===== src/sv/ipc_pkg.sv =====
// Package for the interrupt priority controller.
// Holds the event codes, item and result types and the vector lookup; no dependencies.
package ipc_pkg;

    // Event codes carried on the input channel
    typedef enum logic [2:0] {
        ACT_WRITE   = 3'd0,
        ACT_READ    = 3'd1,
        ACT_REQUEST = 3'd2,
        ACT_SERVICE = 3'd3,
        ACT_TICK    = 3'd4,
        ACT_ENABLE  = 3'd5,
        ACT_DISABLE = 3'd6,
        ACT_HALT    = 3'd7
    } action_t;

    // Register select codes for bus reads and writes
    localparam logic REG_PENDING = 1'b0;  // pending flags, bus address 0xFF0F
    localparam logic REG_ENABLE  = 1'b1;  // enable mask, bus address 0xFFFF

    localparam int unsigned SRC_COUNT = 5;
    localparam int unsigned SRC_W     = 3;
    localparam logic [7:0]  VEC_BASE  = 8'h40;

    typedef struct packed {
        action_t                action;
        logic                   reg_select;
        logic [7:0]             write_data;
        logic [SRC_COUNT-1:0]   request_mask;
    } item_t;

    typedef struct packed {
        logic [7:0] read_data;
        logic       vector_valid;
        logic [7:0] vector_address;
        logic       halted;
        logic       master_enabled;
    } result_t;

    // Jump target of a source: 0x40 plus eight per source number
    function automatic logic [7:0] vector_of(input logic [SRC_W-1:0] src);
        return VEC_BASE + {2'b00, src, 3'b000};
    endfunction

endpackage


===== src/sv/ipc_in_reg.sv =====
// Input register of the interrupt priority controller.
// Captures one item from the input channel; depends on ipc_pkg.
module ipc_in_reg
    import ipc_pkg::*;
(
    input  logic                 aclk,
    input  logic                 aresetn,
    input  logic                 s_valid,
    output logic                 s_ready,
    input  item_t                s_item,
    input  logic                 advance,
    output logic                 item_valid,
    output item_t                item
);

    logic  valid_reg;
    item_t item_reg;

    // Take a new item when empty or when the held one moves on this cycle
    assign s_ready = !valid_reg || advance;

    // Hold valid flag
    always_ff @(posedge aclk) begin
        if (!aresetn) begin
            valid_reg <= 1'b0;
        end else if (s_ready) begin
            valid_reg <= s_valid;
        end
    end

    // Hold payload
    always_ff @(posedge aclk) begin
        if (s_valid && s_ready) begin
            item_reg <= s_item;
        end
    end

    assign item_valid = valid_reg;
    assign item       = item_reg;

endmodule


===== src/sv/ipc_state.sv =====
// Controller state and per-item update logic.
// Holds IF/IE, master enable, countdowns and halt flag; depends on ipc_pkg.
module ipc_state
    import ipc_pkg::*;
#(
    parameter int unsigned SWITCH_DELAY = 2,
    parameter int unsigned CNT_W        = 2
) (
    input  logic    aclk,
    input  logic    aresetn,
    input  logic    advance,
    input  item_t   item,
    output result_t result
);

    localparam logic [CNT_W-1:0] DELAY_INIT = CNT_W'(SWITCH_DELAY);
    localparam logic [CNT_W-1:0] CNT_ONE    = CNT_W'(1);

    logic [7:0]       pend_reg, pend_next;
    logic [7:0]       ien_reg, ien_next;
    logic             me_reg, me_next;
    logic [CNT_W-1:0] dis_cnt_reg, dis_cnt_next;
    logic [CNT_W-1:0] en_cnt_reg, en_cnt_next;
    logic             halt_reg, halt_next;

    logic [SRC_COUNT-1:0] ready_src;
    logic [SRC_W-1:0]     src_sel;
    logic                 src_any;

    // Pick the lowest pending and enabled source
    always_comb begin
        ready_src = pend_reg[SRC_COUNT-1:0] & ien_reg[SRC_COUNT-1:0];
        src_sel   = '0;
        src_any   = |ready_src;
        for (int i = SRC_COUNT - 1; i >= 0; i--) begin
            if (ready_src[i]) begin
                src_sel = SRC_W'(i);
            end
        end
    end

    // Compute next state and result for the held item
    always_comb begin
        pend_next    = pend_reg;
        ien_next     = ien_reg;
        me_next      = me_reg;
        dis_cnt_next = dis_cnt_reg;
        en_cnt_next  = en_cnt_reg;
        halt_next    = halt_reg;
        result       = '0;

        unique case (item.action)
            ACT_WRITE: begin
                if (item.reg_select == REG_PENDING) begin
                    pend_next = item.write_data;
                end else begin
                    ien_next = item.write_data;
                end
            end
            ACT_READ: begin
                result.read_data = (item.reg_select == REG_PENDING) ? pend_reg : ien_reg;
            end
            ACT_REQUEST: begin
                if ((item.request_mask & ien_reg[SRC_COUNT-1:0]) != '0) begin
                    halt_next = 1'b0;
                end
                pend_next = pend_reg | {3'b000, item.request_mask};
            end
            ACT_SERVICE: begin
                if (me_reg && src_any) begin
                    pend_next[src_sel]    = 1'b0;
                    me_next               = 1'b0;
                    result.vector_valid   = 1'b1;
                    result.vector_address = vector_of(src_sel);
                end
            end
            ACT_TICK: begin
                // Disable countdown first, so enable wins when both expire
                if (dis_cnt_reg != '0) begin
                    if (dis_cnt_reg == CNT_ONE) begin
                        me_next = 1'b0;
                    end
                    dis_cnt_next = dis_cnt_reg - CNT_ONE;
                end
                if (en_cnt_reg != '0) begin
                    if (en_cnt_reg == CNT_ONE) begin
                        me_next = 1'b1;
                    end
                    en_cnt_next = en_cnt_reg - CNT_ONE;
                end
            end
            ACT_ENABLE: begin
                en_cnt_next  = DELAY_INIT;
                dis_cnt_next = '0;
            end
            ACT_DISABLE: begin
                dis_cnt_next = DELAY_INIT;
                en_cnt_next  = '0;
            end
            ACT_HALT: begin
                halt_next = 1'b1;
            end
            default: begin
                halt_next = halt_reg;
            end
        endcase

        result.halted         = halt_next;
        result.master_enabled = me_next;
    end

    // Commit state when the item moves to the result register
    always_ff @(posedge aclk) begin
        if (!aresetn) begin
            pend_reg    <= '0;
            ien_reg     <= '0;
            me_reg      <= 1'b0;
            dis_cnt_reg <= '0;
            en_cnt_reg  <= '0;
            halt_reg    <= 1'b0;
        end else if (advance) begin
            pend_reg    <= pend_next;
            ien_reg     <= ien_next;
            me_reg      <= me_next;
            dis_cnt_reg <= dis_cnt_next;
            en_cnt_reg  <= en_cnt_next;
            halt_reg    <= halt_next;
        end
    end

endmodule


===== src/sv/interrupt_priority_controller_core.sv =====
// Top level of the interrupt priority controller: input register, state update, result register.
// Depends on ipc_pkg, ipc_in_reg and ipc_state.
//
//   Channel  Direction  Handshake          Payload
//   s_       in         s_valid/s_ready    action, reg_select, write_data, request_mask
//   m_       out        m_valid/m_ready    read_data, vector_valid, vector_address,
//                                          halted, master_enabled
//
// One item per cycle sustained while m_ready stays high; an item passes the input register, then the result register.
// The state update for an item is single-pass logic between those two registers.
// Reset (aresetn low, synchronous) clears both valid flags and all controller state.
// A stalled result holds in the result register; the input register still takes an
// item as long as the held one can move on in the same cycle.
module interrupt_priority_controller_core
    import ipc_pkg::*;
#(
    parameter int unsigned SWITCH_DELAY = 2
) (
    input  logic                 aclk,
    input  logic                 aresetn,
    input  logic                 s_valid,
    output logic                 s_ready,
    input  logic [2:0]           s_action,
    input  logic                 s_reg_select,
    input  logic [7:0]           s_write_data,
    input  logic [SRC_COUNT-1:0] s_request_mask,
    output logic                 m_valid,
    input  logic                 m_ready,
    output logic [7:0]           m_read_data,
    output logic                 m_vector_valid,
    output logic [7:0]           m_vector_address,
    output logic                 m_halted,
    output logic                 m_master_enabled
);

    localparam int unsigned CNT_W = $clog2(SWITCH_DELAY + 1);

    item_t   s_item;
    item_t   item;
    logic    item_valid;
    logic    advance;
    result_t result;
    logic    out_valid_reg;
    result_t out_reg;

    assign s_item.action       = action_t'(s_action);
    assign s_item.reg_select   = s_reg_select;
    assign s_item.write_data   = s_write_data;
    assign s_item.request_mask = s_request_mask;

    // Move the held item on when the result register is free or draining
    assign advance = item_valid && (!out_valid_reg || m_ready);

    ipc_in_reg u_in_reg (
        .aclk       (aclk),
        .aresetn    (aresetn),
        .s_valid    (s_valid),
        .s_ready    (s_ready),
        .s_item     (s_item),
        .advance    (advance),
        .item_valid (item_valid),
        .item       (item)
    );

    ipc_state #(
        .SWITCH_DELAY (SWITCH_DELAY),
        .CNT_W        (CNT_W)
    ) u_state (
        .aclk    (aclk),
        .aresetn (aresetn),
        .advance (advance),
        .item    (item),
        .result  (result)
    );

    // Hold result valid until taken
    always_ff @(posedge aclk) begin
        if (!aresetn) begin
            out_valid_reg <= 1'b0;
        end else if (advance) begin
            out_valid_reg <= 1'b1;
        end else if (m_ready) begin
            out_valid_reg <= 1'b0;
        end
    end

    // Load result payload
    always_ff @(posedge aclk) begin
        if (advance) begin
            out_reg <= result;
        end
    end

    assign m_valid          = out_valid_reg;
    assign m_read_data      = out_reg.read_data;
    assign m_vector_valid   = out_reg.vector_valid;
    assign m_vector_address = out_reg.vector_address;
    assign m_halted         = out_reg.halted;
    assign m_master_enabled = out_reg.master_enabled;

    // Every item that moves on shows up as a result in the next cycle
    a_advance_gives_result: assert property (@(posedge aclk) disable iff (!aresetn)
        advance |=> m_valid)
        else $error("item advanced without a result");

    // A dispatch always drops the master enable
    a_dispatch_drops_me: assert property (@(posedge aclk) disable iff (!aresetn)
        (m_valid && m_vector_valid) |-> !m_master_enabled)
        else $error("master enable still set after dispatch");

    // Dispatched vectors are on the 8-byte grid from 0x40 to 0x60
    a_vector_range: assert property (@(posedge aclk) disable iff (!aresetn)
        (m_valid && m_vector_valid) |->
            (m_vector_address[2:0] == 3'b000 && m_vector_address >= 8'h40
             && m_vector_address <= 8'h60))
        else $error("vector address out of range");

    // No dispatch means a zero vector address
    a_vector_zero: assert property (@(posedge aclk) disable iff (!aresetn)
        (m_valid && !m_vector_valid) |-> (m_vector_address == 8'h00))
        else $error("vector address set without dispatch");

endmodule


===== config.mk =====
export PLATFORM = sky130hd
export DESIGN_NAME = interrupt_priority_controller_core
export DESIGN_NICKNAME = d
export VERILOG_FILES = /design/src/sv/ipc_pkg.sv /design/src/sv/ipc_in_reg.sv /design/src/sv/ipc_state.sv /design/src/sv/interrupt_priority_controller_core.sv
export SDC_FILE = /design/constraint.sdc
export NUM_CORES = 1
export LEC_CHECK = 0
export CAP_MARGIN = 20
export CELL_PAD_IN_SITES_DETAIL_PLACEMENT = 0
export CELL_PAD_IN_SITES_GLOBAL_PLACEMENT = 1
export CORE_MARGIN = 3
export CORE_UTILIZATION = 40
export DETAILED_ROUTE_END_ITERATION = 16
export DONT_BUFFER_PORTS = 1
export GPL_TIMING_DRIVEN = 0
export HOLD_SLACK_MARGIN = 0.05
export PLACE_DENSITY_LB_ADDON = 0.25
export SKIP_CTS_REPAIR_TIMING = 1
export SLEW_MARGIN = 20
export SYNTH_ARGS = -nofsm -noshare
export SYNTH_HDL_FRONTEND = slang
export SYNTH_SLANG_ARGS = --single-unit

===== constraint.sdc =====
create_clock -name aclk -period 1.86 [get_ports aclk]
set_clock_uncertainty 0.05 [all_clocks]
set_input_delay 0.186 -clock aclk [delete_from_list [all_inputs] [get_ports aclk]]
set_output_delay 0.186 -clock aclk [all_outputs]
set_load 0.1 [all_outputs]

# After elaboration in Yosys (flattened, before gate mapping)
# Index checks and enable logic that the tools add are counted.
[totals] wordCells=87 output_inout_bits=21 register_bits=60 in_bits=21
[classes] bitwise=5 n_addsub=3 magnitude_cmp=2 n_eq_ne=13 n_reduce_logical=21 n_mux=26
[ops] op="2-to-1 mux 8 bit" count=3
[ops] op="one-hot mux 8 bit (3 select lines)" count=1
[ops] op="2-to-1 mux 3 bit" count=5
[ops] op="== test 3 bit, second input constant" count=4
[ops] op="one-hot mux 2 bit (3 select lines)" count=2
[ops] op="AND 5 bit" count=2
[ops] op="2-to-1 mux 1 bit" count=9
[ops] op="2-to-1 mux 9 bit" count=1
[ops] op="AND reduction 3 bit" count=3
[ops] op="adder 7 x 6 -> 8 bit, first input constant" count=1
[ops] op="AND 8 bit" count=1
[ops] op="NOT 8 bit" count=1
[ops] op="OR 8 x 5 -> 8 bit" count=1
[ops] op="== test 3 x 2 -> 1 bit, second input constant" count=2
[ops] op="inequality test 2 x 1 -> 1 bit, second input constant" count=3
[ops] op="nonzero test 2 bit" count=3
[ops] op="nonzero test 3 bit" count=2
[ops] op="nonzero test 5 bit" count=1
[ops] op="OR reduction 5 bit" count=1
[ops] op="== test 2 x 1 -> 1 bit, second input constant" count=2
[ops] op="logical AND 1 bit" count=4
[ops] op="less-than comparator 3 x 4 -> 1 bit, second input constant" count=1
[ops] op="2-to-1 mux 2 bit" count=2
[ops] op="one-hot mux 1 bit (2 select lines)" count=2
[ops] op="10 further kinds" count=13

# Depth between registers and ports, before layout
# Gate-level depths: netlist of run 1.
[depth] depth_word=14 ltp_mapped=6 mapped_depth_nobuf=6

# Hierarchy
# Synthesis of run 1 repeated with hierarchy kept, for this count alone.
[hier_totals] cells_unflattened=230 area_unflattened_um2=2682.6
[by_module_without_submodules] mod="ipc_state" cells_each=185 seq_area_each_um2=440.4 area_each_um2=1496.4 instances=1
[by_module_without_submodules] mod="interrupt_priority_controller_core" cells_each=23 seq_area_each_um2=590.6 area_each_um2=618.1 instances=1
[by_module_without_submodules] mod="ipc_in_reg" cells_each=22 seq_area_each_um2=530.5 area_each_um2=568.0 instances=1

# Least setup slack after synthesis of run 1
# No wires, ideal clock.
[synth_path] kind="register -> register" startpoint="register out_valid_reg (netlist: m_valid)" endpoint="register u_in_reg.item_reg (netlist bit u_in_reg.item[0]) (enable)" n_path_buf=0 synth_period_minus_slack_ns=2.916 t_arrival_ns=2.542 required_time_ns=1.485 slack_ns=-1.056 path_stages_with_launch=4 cell_sequence="dfxtp_1 > nor2b_1 > nand2_1 > and2_1"
[synth_via] elab_chain_len=5
[synth_rtl] item="start, declared" line="interrupt_priority_controller_core.sv:43" rtl="logic out_valid_reg;"
[synth_rtl] item="start signal, assigned" line="interrupt_priority_controller_core.sv:79" rtl="out_valid_reg <= 1'b0;"
[synth_rtl] item="start signal, assigned" line="interrupt_priority_controller_core.sv:81" rtl="out_valid_reg <= 1'b1;"
[synth_rtl] item="start signal, assigned" line="interrupt_priority_controller_core.sv:83" rtl="out_valid_reg <= 1'b0;"
[synth_rtl] item="zero test 1 bit" line="interrupt_priority_controller_core.sv:52" rtl="assign advance = item_valid && (!out_valid_reg || m_ready);"
[synth_rtl] item="logical OR 1 bit" line="interrupt_priority_controller_core.sv:52"
[synth_rtl] item="logical AND 1 bit" line="interrupt_priority_controller_core.sv:52"
[synth_rtl] item="logical OR 1 bit" line="ipc_in_reg.sv:20" rtl="assign s_ready = !valid_reg || advance;"
[synth_rtl] item="via s_ready" line="interrupt_priority_controller_core.sv:22" rtl="output logic s_ready,"
[synth_rtl] item="logical AND 1 bit" line="ipc_in_reg.sv:33" rtl="if (s_valid && s_ready) begin"
[synth_rtl] item="end signal, assigned" line="ipc_in_reg.sv:34" rtl="item_reg <= s_item;"
[synth_rtl] item="end, declared" line="ipc_in_reg.sv:17" rtl="item_t item_reg;"
# The timed path passes the listed nets, and every way through them passes these cells.
# A chain may end at the register's enable or synchronous reset.

# Worst setup path in the final report of run 1
[layout_path] startpoint="register u_in_reg.item_reg (netlist bit u_in_reg.item[14])" endpoint="register u_state.pend_reg[3]"
[layout_via] elab_chain_len=3 word_cells_on_any_way=8 classes_between="4 x eq/ne; 1 x mux; 3 x reduce/logical"
[layout_rtl] item="== test 3 x 2 -> 1 bit / zero test 3 bit (equally long branches)" line="ipc_state.sv:52" rtl="unique case (item.action)"
[layout_rtl] item="inequality test 2 x 1 -> 1 bit (no line) (tied with other cells)"
[layout_rtl] item="AND reduction 4 bit (no line)"
[layout_rtl] item="end signal, assigned" line="ipc_state.sv:122" rtl="pend_reg <= pend_next;"
[layout_rtl] item="end, declared" line="ipc_state.sv:19" rtl="logic [7:0] pend_reg, pend_next;"
# Several ways; a longest one is shown, not always the timed one.

==> results of run 1 <==
-- cell usage after synthesis, drive strengths merged (2+ instances only) --
cell type,number
or4,2
ha,3
a211oi,5
dfxtp,24
o22ai,5
nand3,13
buf,10
o21ai,15
clkbuf,8
mux2i,8
a2111o,2
edfxtp,32
nand4b,2
a21oi,29
and2,4
a22oi,3
inv,11
nor3,3
nand2,15
nor3b,5
nor2,15
nand2b,3
a31oi,2
nand4,3
-- report_power, final --
part           internal, mW  total (mW)  switching, mW  leakage [nW]
combinational        0.0988       0.255          0.156         0.500
clock                 0.355       0.767          0.413        0.0582
sequential             1.36        1.48          0.127         0.509
-- area by class of cell --
type,instances,share of cell area (%)
sequential,56,46.96
timing repair buffer,25,7.530
multi-input combinational,160,33.93
clock inverter,2,0.5263
inverter,12,1.457
buffer,18,3.522
clock buffer,6,3.036
tap,75,3.036
-- cell families after synthesis --
logic type      synth area share, %
xor+xnor                     0.3457
other cells                  0.1480
flops                         56.89
fa+ha+maj                     1.482
simple gates                  14.82
mux                           3.605
compound gates                17.19
buf+inv                       5.531
-- layer usage --
metal / global-route usage [%] / up-vias / share of wire (%)
met5: 0 / - / 0
met2: 21.82 / 51 / 45
met4: 7.050 / 0 / 2.1
li1: - / 965 / -
met1: 21.79 / 905 / 50
met3: 2.594 / 9 / 3.0
-- path summary, 6_finish.rpt --
check	from	to	slack (ns)
setup / recovery	u_in_reg.item[14]$_DFFE_PP_	u_state.pend_reg[3]$_SDFFE_PN0P_	0.02
hold / removal	m_ready	m_valid$_SDFFE_PN0P_	0.07
setup reg to reg	u_in_reg.item[14]$_DFFE_PP_	u_state.pend_reg[3]$_SDFFE_PN0P_	0.02
hold reg to reg	u_state.pend_reg[5]$_SDFFE_PN0P_	u_state.pend_reg[5]$_SDFFE_PN0P_	0.43
-- worst max-delay path, delay by kind of cell, from the launching register on --
family,cells,cell delay (ns)
and+or+nand+nor,1,0.35
AOI/OAI and AO/OA,3,0.77
DFF,1,0.39
buffers and inverters,1,0.15
-- per-stage QoR --
stage / worst slack (ns) / area, µm² / instances
floorplan: 0.03384 / 2562 / 246
global placement: -0.1763 / 2656 / 321
detailed placement: -0.1753 / 2656 / 321
CTS: -0.2155 / 2766 / 329
global route: -0.05960 / 3090 / 354
finish: 0.01710 / 3090 / 354
==> results.txt, run 1 <==
----------------------------------------------------
[Outcome]
  Run status ... completed

[Yosys]
  Number of flops mapped to enable cells by yosys ... 32
  Netlist area before placement ... 0.002534 mm²
  Library cell with the largest summed area after synthesis ... edfxtp_1
  Count of cell types in the netlist ... 50
  Area fraction of the dominant cell type after synthesis ... 37.93%
  Post-Synthesis Mean Instance Area ... 10.43 µm²
  Asr flop ratio synth ... 0%
  Count of state elements after synthesis ... 56
  Share of synthesized area occupied by flip-flops and latches ... 56.89%
  Yosys warning total ... 0
  Synth area leaders ... edfxtp_1 (38%), dfxtp_1 (19%), a21oi_1 (5.7%), mux2i_1 (3.2%), nand3_1 (2.6%)
  Synthesized instance count ... 243
  Dominant synthesized flop cell ... edfxtp_1

[Route]
  Number of antenna-violating nets in the routed design ... 0
  DR vias ... 1,930
  Initial DRC Count ... 164
  Routed via count divided by cell count ... 5.452
  Average routed wire per standard cell ... 15.66 µm
  Wirelength, routed ... 5544 µm
  Count of unresolved DRC violations after routing ... 0
  Number of iterations in the first detailed-routing pass ... 4

[Die]
  Initial Utilization ... 42.05%
  FP Rows ... 28
  Top-level port count ... 42
  Die X-Extent ... 85.59 µm
  CORE AREA ... 0.006026 mm²
  Die outline area ... 0.007325 mm²
  Vertical extent of the die ... 85.59 µm

[Global routing]
  Global-route wire length before repair ... 8556 µm
  Pin count of the biggest net entering global routing ... 19
  Vias in the first global route ... 1,707
  Global Route Usage Sum ... 15.03%
  Final global-route overflow total ... 0
  Number of antenna violations at the first check in global routing ... 0

[Pwr]
  Leakage ... 1.067 nW
  Overall power after layout ... 2.506 mW
  Maximum resistive drop on vdd ... 450.1 µV
  Total power per unit cell area ... 810.9 mW/mm²

[Min path]
  Number of instances on the worst hold path ... 2
  Worst hold path type ... input pin to flip-flop

[Setup path]
  Slowest stage delay, CP ... 0.49 ns
  Element type at the critical path start ... flip-flop
  Critical path required time ... 1.99 ns
  Critical path's slowest cell ... a2111o_1
  Setup crit end kind ... flip-flop
  Crit Path Category ... flip-flop to flip-flop
  CP Max Fanout ... 7
  List of cells traversed by the critical path ... buf_6 -> or3_1 -> a2111o_1 -> a211oi_2 -> o22ai_1
  Critical Path AT ... 1.98 ns
  Worst-case reg-to-reg path depth ... 5

[Clocking]
  Clock tree from TritonCTS ... yes
  Max clock buf depth ... 2
  CTS Buf Count ... 5
  Clock latency of the later-clocked register in the worst-skew pair ... 0.32 ns
  Root buffer cell ... clkbuf_8
  Clock H-tree levels ... 2
  Worst-path clk slew ... 0.10 ns
  Clock Sink Count ... 56

[Layout]
  Commonest cells after routing, fill and taps aside ... edfxtp_1 (32), a21oi_1 (29), dlygate4sd3_1 (18), dfxtp_1 (18), nand2_1 (14)
  Synthesis-to-finish area growth ... 21.98%
  Area taken by flip-flops and latches ... 0.001451 mm²
  Area of the multi-input gates ... 0.001049 mm²
  Antenna diode count ... 0
  Number of flip-flops in the largest register ... 17
  Share of layout cells above drive strength 1 ... 19.35%
  # fillers ... 571
  Final design utilization ... 51.29%
  Layout Nets ... 302
  Most common cell after layout, fill and taps aside ... edfxtp_1

[Timing]
  Setup repair after global routing missed its margin ... yes
  Hold_ws ... 0.07062 ns
  Top achievable clock speed ... 542.6 MHz
  Final setup viols ... 0
  Number of hold violations in the final report ... 0
  Sum of negative setup slack ... 0 ns
  Worst Max-Slew Pin Slew ... 0.8985 ns
  Slew HR ... 40.22%
  Final cycle utilization of the critical path ... 99.08%
  Final critical delay including setup and external delays ... 1.843 ns
  Pins over their slew limit ... 0

[Placed design]
  PortBufs ... 0
  Placer congestion estimate ... 0.8719
  Detailed placer's ending HPWL ... 3834 µm

[Flow run]
  Max-capacitance violation count ... 0

----------------------------------------------------
Power figures use the tool's default switching activity.
==> inputs of run 2 (changes only) <==
--- a/config.mk
+++ b/config.mk
@@ -5,6 +5,7 @@
 export SDC_FILE = /design/constraint.sdc
 export NUM_CORES = 1
 export LEC_CHECK = 0
+export ABC_AREA = 1
 export CAP_MARGIN = 20
 export CELL_PAD_IN_SITES_DETAIL_PLACEMENT = 0
 export CELL_PAD_IN_SITES_GLOBAL_PLACEMENT = 1
==> run 2 against run 1 <==
Total power is 4.7% lower. Clock power is 14% lower. Largest power group unchanged. Routed wire length is 11% lower. Highest routed layer unchanged. Die area is 2.5% lower. First-iteration DRC count is 16% lower. Critical path type unchanged. Sequential power hardly changed. Flip-flop and latch count stayed put. Register-to-register slack better by 0.10 ns. Final cell count is 8.2% higher. Via count is 5.8% lower. Fmax is 6.0% higher.
==> results.txt, run 2 <==
----------------------------------------------------
[Setup path]
  Slowest stage delay, CP ... 0.56 ns (+0.07 ns)
  Critical path's slowest cell ... dfxtp_4
  CP Max Fanout ... 16 (+9)
  Reg2reg start ... m_valid$_SDFFE_PN0P_
  FF-to-FF setup slack ... 0.12 ns (+0.10 ns)
  R2R Path End ... u_in_reg.item[4]$_DFFE_PP_
  Setup crit start ... m_valid$_SDFFE_PN0P_
  Critical Path AT ... 1.76 ns (-0.22 ns)
  Crit Path Category ... flip-flop to flip-flop
  List of cells traversed by the critical path ... nand3_4 -> nand2_1 -> clkinvlp_4 -> buf_12
  Worst-case reg-to-reg path depth ... 4 (-1)
  Element type at the critical path start ... flip-flop
  Critical path required time ... 1.89 ns (-0.10 ns)
  Setup crit end kind ... flip-flop

[Yosys]
  Most numerous cell types in the synthesized netlist ... nand2_1 (76), edfxtp_1 (32), nor2_1 (30)
  Yosys warning total ... 0 (unchanged)
  Most frequent cell after synthesis ... nand2_1
  Synth area leaders ... edfxtp_1 (39%), dfxtp_1 (19%), nand2_1 (12%), a21oi_1 (5.5%), o21ai_0 (5.1%)
  Count of cell types in the netlist ... 23 (-54%)
  Post-Synthesis Mean Instance Area ... 8.803 µm² (-16%)
  Netlist area before placement ... 0.002465 mm² (-2.7%)
  Library cell with the largest summed area after synthesis ... edfxtp_1
  Area fraction of the dominant cell type after synthesis ... 38.98% (+1.1 points)
  Number of flops mapped to enable cells by yosys ... 32 (unchanged)
  Asr flop ratio synth ... 0% (unchanged)
  Share of synthesized area occupied by flip-flops and latches ... 58.48% (+1.6 points)
  Dominant synthesized flop cell ... edfxtp_1
  Synthesized instance count ... 280 (+15%)
  Count of state elements after synthesis ... 56 (unchanged)

[Global routing]
  Global-route wire length before repair ... 8073 µm (-5.6%)
  Number of antenna violations at the first check in global routing ... 0 (unchanged)
  Vias in the first global route ... 1,661 (-2.7%)
  Pin count of the biggest net entering global routing ... 19 (unchanged)
  Final global-route overflow total ... 0 (unchanged)
  Global Route Usage Sum ... 13.95% (-1.1 points)

[Timing]
  Worst Max-Slew Pin Slew ... 0.8989 ns (+0.0003581 ns)
  Number of hold violations in the final report ... 0 (unchanged)
  Post-layout worst setup margin ... 0.1221 ns (+0.1050 ns)
  Final setup viols ... 0 (unchanged)
  Final critical delay including setup and external delays ... 1.738 ns (-0.1050 ns)
  Slew HR ... 40.20% (about the same)
  Pins over their slew limit ... 0 (unchanged)
  Final cycle utilization of the critical path ... 93.44% (-5.6 points)
  Top achievable clock speed ... 575.4 MHz (+6.0%)
  Hold_ws ... 0.05958 ns (-0.01104 ns)
  Setup repair after global routing missed its margin ... yes

[Layout]
  Number of flip-flops in the largest register ... 17 (unchanged)
  Non-filler cells, final ... 383 (+8.2%)
  Layout Nets ... 334 (+11%)
  Final non-filler cell area ... 0.002885 mm² (-6.6%)
  Commonest cells after routing, fill and taps aside ... nand2_1 (76), edfxtp_1 (32), nor2_1 (30)
  Synthesis-to-finish area growth ... 17.06%
  Antenna diode count ... 0 (unchanged)
  Most common cell after layout, fill and taps aside ... nand2_1
  # fillers ... 565 (-1.1%)
  Share of layout cells above drive strength 1 ... 9.968% (-9.4 points)

[Clocking]
  Worst-path clk slew ... 0.09 ns (about the same)
  Max clock buf depth ... 2 (unchanged)
  Clock H-tree levels ... 2 (unchanged)
  CTS Buf Count ... 5 (unchanged)
  Root buffer cell ... clkbuf_8
  Clock tree from TritonCTS ... yes
  Clock latency of the later-clocked register in the worst-skew pair ... 0.31 ns (about the same)
  Clock Sink Count ... 56 (unchanged)

[Pwr]
  Leakage ... 1.132 nW (+6.1%)
  Internal Power ... 1.711 mW (-5.5%)
  Fraction of power consumed by combinational cells ... 9.3% (-0.9 points)
  Part of the total power dissipated in the clock network ... 27.7% (-2.9 points)
  Part of the power in registers ... 63.0% (+3.8 points)
  Total power per unit cell area ... 827.6 mW/mm² (+2.1%)
  Maximum resistive drop on vdd ... 456.5 µV (+1.4%)
  Overall power after layout ... 2.388 mW (-4.7%)
  Fraction of power spent switching nets ... 28.33% (+0.57 points)
  NetSw ... 676.5 µW (-2.7%)

[Outcome]
  Run status ... completed

[Placed design]
  PortBufs ... 0 (unchanged)
  Placed insts ... 355 (+11%)
  Detailed placer's ending HPWL ... 3571 µm (-6.9%)
  Placer congestion estimate ... 0.7982 (-8.5%)
  Post-Place Cell Area ... 0.002580 mm² (-2.9%)
  Setup Slack @ Placement ... -0.07876 ns (+0.09651 ns)

[Min path]
  Startpoint of the tightest hold check path ... s_valid
  Hold endpoint ... u_in_reg.item_valid$_SDFFE_PN0N_
  Number of instances on the worst hold path ... 2 (unchanged)
  Worst hold path type ... input pin to flip-flop

[Route]
  Wirelength, routed ... 4932 µm (-11%)
  Routed via count divided by cell count ... 4.749 (-13%)
  Average routed wire per standard cell ... 12.88 µm (-18%)
  Count of unresolved DRC violations after routing ... 0 (unchanged)
  Number of iterations in the first detailed-routing pass ... 6 (+2)
  Initial DRC Count ... 137 (-16%)
  Number of antenna-violating nets in the routed design ... 0 (unchanged)
  DR vias ... 1,819 (-5.8%)

[Die]
  Initial Utilization ... 42.92% (+0.87 points)
  Die X-Extent ... 84.50 µm (-1.3%)
  Top-level port count ... 42 (unchanged)
  FP Rows ... 27 (-3.6%)
  Die outline area ... 0.007140 mm² (-2.5%)
  CORE AREA ... 0.005743 mm² (-4.7%)
  Vertical extent of the die ... 84.50 µm (-1.3%)

[Flow run]
  Max-capacitance violation count ... 0 (unchanged)

----------------------------------------------------
## run 2: cell count changes after synthesis, moves of 5 or more
cell / previous run / this run
nor3b_1: 5 / 0
o21ai_0: 3 / 25
mux2i_1: 8 / 0
a211oi_1: 5 / 0
nor2_1: 15 / 30
clkbuf_1: 8 / 1
nand2_1: 15 / 76
o22ai_1: 5 / 0
o21ai_1: 12 / 0
inv_1: 7 / 26
## run 2: layer usage
layer,routed length (µm),track usage (%),part of all wire [%]
met1,2526,20.92,51
met2,2108,19.64,43
met3,241,3.042,4.9
met4,56,5.180,1.1
met5,0,0,0
## run 2: how the worst max path moves through the flow
stage                                          endpoint  depth (start not counted)
final                        u_in_reg.item[4]$_DFFE_PP_                          4
after floorplan              u_in_reg.item[0]$_DFFE_PP_                          3
after global routing      u_state.halt_reg$_SDFFE_PN0P_                          5
after global placement      u_in_reg.item[11]$_DFFE_PP_                          3
after detailed placement    u_in_reg.item[11]$_DFFE_PP_                          3
after CTS                    u_in_reg.item[3]$_DFFE_PP_                          3
## run 2: layout make-up
class	count	area, µm²	area share, %
Tap cell	72	90.09	3.122
Sequential cell	56	1445	50.09
Clock inverter	3	22.52	0.7806
Buffer	6	38.79	1.344
Timing Repair Buffer	20	207.7	7.199
Multi-Input combinational cell	190	890.9	30.88
Clock buffer	5	68.82	2.385
Inverter	31	121.4	4.206
## run 2: cell families after synthesis
kind of cell             count (synthesis)  synth area share (%)
AO/OA/AOI/OAI                           56                 11.83
adder cells (fa/ha/maj)                  3                 1.523
buffers and inverters                   37                 6.344
flip-flops                              56                 58.48
other                                    1                0.1521
AND/OR/NAND/NOR                        127                 21.68
## run 2: worst max-delay path, delay by kind of cell, from the launching register on
family | cells | cell delay [ns]
and+or+nand+nor | 2 | 0.58
DFF | 1 | 0.56
buffers and inverters | 2 | 0.30
## run 2: stage by stage
step / util, % / setup TNS, ns
after floorplan: - / 0
after global placement: 44.92 / -0.9168
after detailed placement: 44.92 / -1.385
after CTS: 46.51 / -1.609
after global routing: 50.24 / -0.009176
final: 50.24 / 0
## run 2: power groups by stage
stage          Combinational (mW)  Clock, mW  Sequential, mW
4_1_cts                     0.183      0.685            1.51
6_report                    0.221      0.662            1.50
3_5_place_dp                0.183          0            1.54
2_1_floorplan               0.154          0            1.52
3_3_place_gp                0.182          0            1.53
5_1_grt                     0.250      0.726            1.51
==> inputs of run 3 (changes only) <==
--- a/config.mk
+++ b/config.mk
@@ -10,7 +10,7 @@
 export CELL_PAD_IN_SITES_DETAIL_PLACEMENT = 0
 export CELL_PAD_IN_SITES_GLOBAL_PLACEMENT = 1
 export CORE_MARGIN = 3
-export CORE_UTILIZATION = 40
+export CORE_UTILIZATION = 42
 export DETAILED_ROUTE_END_ITERATION = 16
 export DONT_BUFFER_PORTS = 1
 export GPL_TIMING_DRIVEN = 0
==> run 3 against run 2 <==
Non-clock buffer count grew 1. Final cell count increased by 0.26%. Hold slack gained 0.011 ns. Core utilization rose by 1.4 points. Global-route usage increased by 1.5 points. Total power up 1.1%. Count of clock-buffer cells in the layout is the same. Sequential share of layout area decreased by 0.22 points.
==> results.txt, run 3 (synthesized netlist as in run 2, its figures left out) <==
----------------------------------------------------
[Timing]
  Worst Max-Slew Pin Slew ... 0.8986 ns (-0.0003244 ns)
  Final setup viols ... 0 (unchanged)
  Pins over their slew limit ... 0 (unchanged)
  Number of hold violations in the final report ... 0 (unchanged)
  Final critical delay including setup and external delays ... 1.741 ns (+0.002955 ns)
  Top achievable clock speed ... 574.4 MHz (-0.17%)
  Final cycle utilization of the critical path ... 93.60% (+0.16 points)
  Sum of negative setup slack ... 0 ns (unchanged)
  Slew HR ... 40.22% (about the same)
  Setup repair after global routing missed its margin ... yes
  Post-layout worst setup margin ... 0.1191 ns (-0.002955 ns)

[Layout]
  Share of layout cells above drive strength 1 ... 10.26% (+0.29 points)
  # fillers ... 577 (+2.1%)
  Area taken by flip-flops and latches ... 0.001445 mm² (unchanged)
  Antenna diode count ... 0 (unchanged)
  Most common cell after layout, fill and taps aside ... nand2_1
  Synthesis-to-finish area growth ... 17.56%
  Area of the multi-input gates ... 890.9 µm² (unchanged)
  Final non-filler cell area ... 0.002898 mm² (+0.43%)
  Commonest cells after routing, fill and taps aside ... nand2_1 (76), edfxtp_1 (32), nor2_1 (30)
  Number of flip-flops in the largest register ... 17 (unchanged)
  Layout Nets ... 335 (+0.30%)

[Placed design]
  Post-Place Cell Area ... 0.002580 mm² (unchanged)
  PortBufs ... 0 (unchanged)
  Detailed placer's ending HPWL ... 3556 µm (-0.42%)
  Placer congestion estimate ... 0.7525 (-5.7%)
  Setup Slack @ Placement ... -0.06133 ns (+0.01743 ns)

[Setup path]
  Slowest stage delay, CP ... 0.57 ns (about the same)
  Worst-case reg-to-reg path depth ... 4 (unchanged)
  CP Max Fanout ... 17 (+1)
  FF-to-FF setup slack ... 0.12 ns (about the same)
  Critical Path AT ... 1.77 ns (about the same)
  Element type at the critical path start ... flip-flop
  Crit Path Category ... flip-flop to flip-flop
  Worst path buffer plus inverter count ... 2 (unchanged)
  R2R Path End ... u_in_reg.item[4]$_DFFE_PP_
  Critical path's slowest cell ... dfxtp_4
  Critical path required time ... 1.89 ns (about the same)
  List of cells traversed by the critical path ... nand3_4 -> nand2_1 -> clkinvlp_4 -> buf_12
  Setup crit end kind ... flip-flop
  Reg2reg start ... m_valid$_SDFFE_PN0P_
  Cell family with the largest share of critical-path delay ... simple AND/OR/NAND/NOR gates

[Outcome]
  Run status ... completed

[Flow run]
  Max-capacitance violation count ... 0 (unchanged)

[Route]
  Initial DRC Count ... 111 (-19%)
  Count of unresolved DRC violations after routing ... 0 (unchanged)
  Routed via count divided by cell count ... 4.763 (+0.29%)
  Average routed wire per standard cell ... 12.60 µm (-2.1%)
  Wirelength, routed ... 4840 µm (-1.9%)
  Number of iterations in the first detailed-routing pass ... 4 (-2)
  Number of antenna-violating nets in the routed design ... 0 (unchanged)
  DR vias ... 1,829 (+0.55%)

[Die]
  CORE AREA ... 0.005608 mm² (-2.4%)
  Vertical extent of the die ... 82.61 µm (-2.2%)
  Top-level port count ... 42 (unchanged)
  Die X-Extent ... 82.61 µm (-2.2%)
  Die outline area ... 0.006824 mm² (-4.4%)
  Initial Utilization ... 43.95% (+1.0 points)
  FP Rows ... 27 (unchanged)

[Min path]
  Hold endpoint ... m_valid$_SDFFE_PN0P_
  Startpoint of the tightest hold check path ... m_ready
  Worst hold path type ... input pin to flip-flop
  Number of instances on the worst hold path ... 3 (+1)

[Global routing]
  Met2 demand-to-capacity share in global routing ... 22.52% (+2.9 points)
  Fraction of met3 tracks used by global routing ... 3.471% (+0.43 points)
  Pin count of the biggest net entering global routing ... 20 (+1)
  Global-route wire length before repair ... 7955 µm (-1.5%)
  Vias in the first global route ... 1,649 (-0.72%)
  Number of antenna violations at the first check in global routing ... 0 (unchanged)
  Global-route track usage on met1 ... 22.77% (+1.9 points)
  Most crowded layer after global routing ... met1
  Final global-route overflow total ... 0 (unchanged)
  Global Route Usage Sum ... 15.41% (+1.5 points)

[Clocking]
  Worst-path clk slew ... 0.10 ns (about the same)
  Clock latency of the later-clocked register in the worst-skew pair ... 0.31 ns (about the same)
  Root buffer cell ... clkbuf_8
  Max clock buf depth ... 2 (unchanged)
  Clock H-tree levels ... 2 (unchanged)
  CTS Buf Count ... 5 (unchanged)
  Clock tree from TritonCTS ... yes
  Clock Sink Count ... 56 (unchanged)

[Pwr]
  Maximum resistive drop on vdd ... 616.8 µV (+35%)
  Total power per unit cell area ... 833.2 mW/mm² (+0.67%)
  Leakage ... 1.136 nW (+0.27%)

----------------------------------------------------
## run 3: cell types whose count changed in the layout (fill, tap and decap cells not counted)
cell,delta
buf_4,+1
clkinv_2,-1
clkinvlp_4,+1
inv_6,-1
inv_8,+1
## run 3: worst max path at each step
| stage | startpoint | end | cells past startpoint |
|---|---|---|---|
| final | m_valid$_SDFFE_PN0P_ | u_in_reg.item[4]$_DFFE_PP_ | 4 |
| after global routing | m_valid$_SDFFE_PN0P_ | u_state.halt_reg$_SDFFE_PN0P_ | 5 |
| after CTS | m_valid$_SDFFE_PN0P_ | u_in_reg.item[3]$_DFFE_PP_ | 3 |
| after detailed placement | m_valid$_SDFFE_PN0P_ | u_in_reg.item[12]$_DFFE_PP_ | 3 |
| after global placement | m_valid$_SDFFE_PN0P_ | u_in_reg.item[12]$_DFFE_PP_ | 3 |
| after floorplan | m_valid$_SDFFE_PN0P_ | u_in_reg.item[0]$_DFFE_PP_ | 3 |
## run 3: cell type report
type | count | area share, %
sequential | 56 | 49.87
multi-input combinational | 190 | 30.74
buffer | 6 | 1.339
inverter | 31 | 4.188
clock buffer | 5 | 2.375
tap | 72 | 3.109
clock inverter | 3 | 0.9499
timing repair buffer | 21 | 7.427
## run 3: per-stage QoR
stage	std cells	hold WS (ns)	total power, mW	util (%)
floorplan	283	0.2349	1.677	-
global placement	355	0.2349	1.714	46.01
detailed placement	355	0.2349	1.717	46.01
CTS	363	-0.09504	2.401	47.72
global route	384	0.09973	2.526	51.67
finish	384	0.07093	2.414	51.67
## run 3: worst min-delay path, stage by stage
cell and delay (ns):
inv_1 0.05, nand2_1 0.09, a21oi_1 0.06
## run 3: routing by layer
metal  vias up  wire [µm]
li1        971          -
met1       807       2565
met2        44       2039
met3         7        174
met4         0         61
met5         -          0
## run 3: power breakdown
part           switching (mW)  leakage [nW]  total [mW]  internal [mW]
Clock                   0.410        0.0463       0.687          0.277
Sequential              0.140         0.505        1.50           1.36
Combinational           0.145         0.585       0.223         0.0775
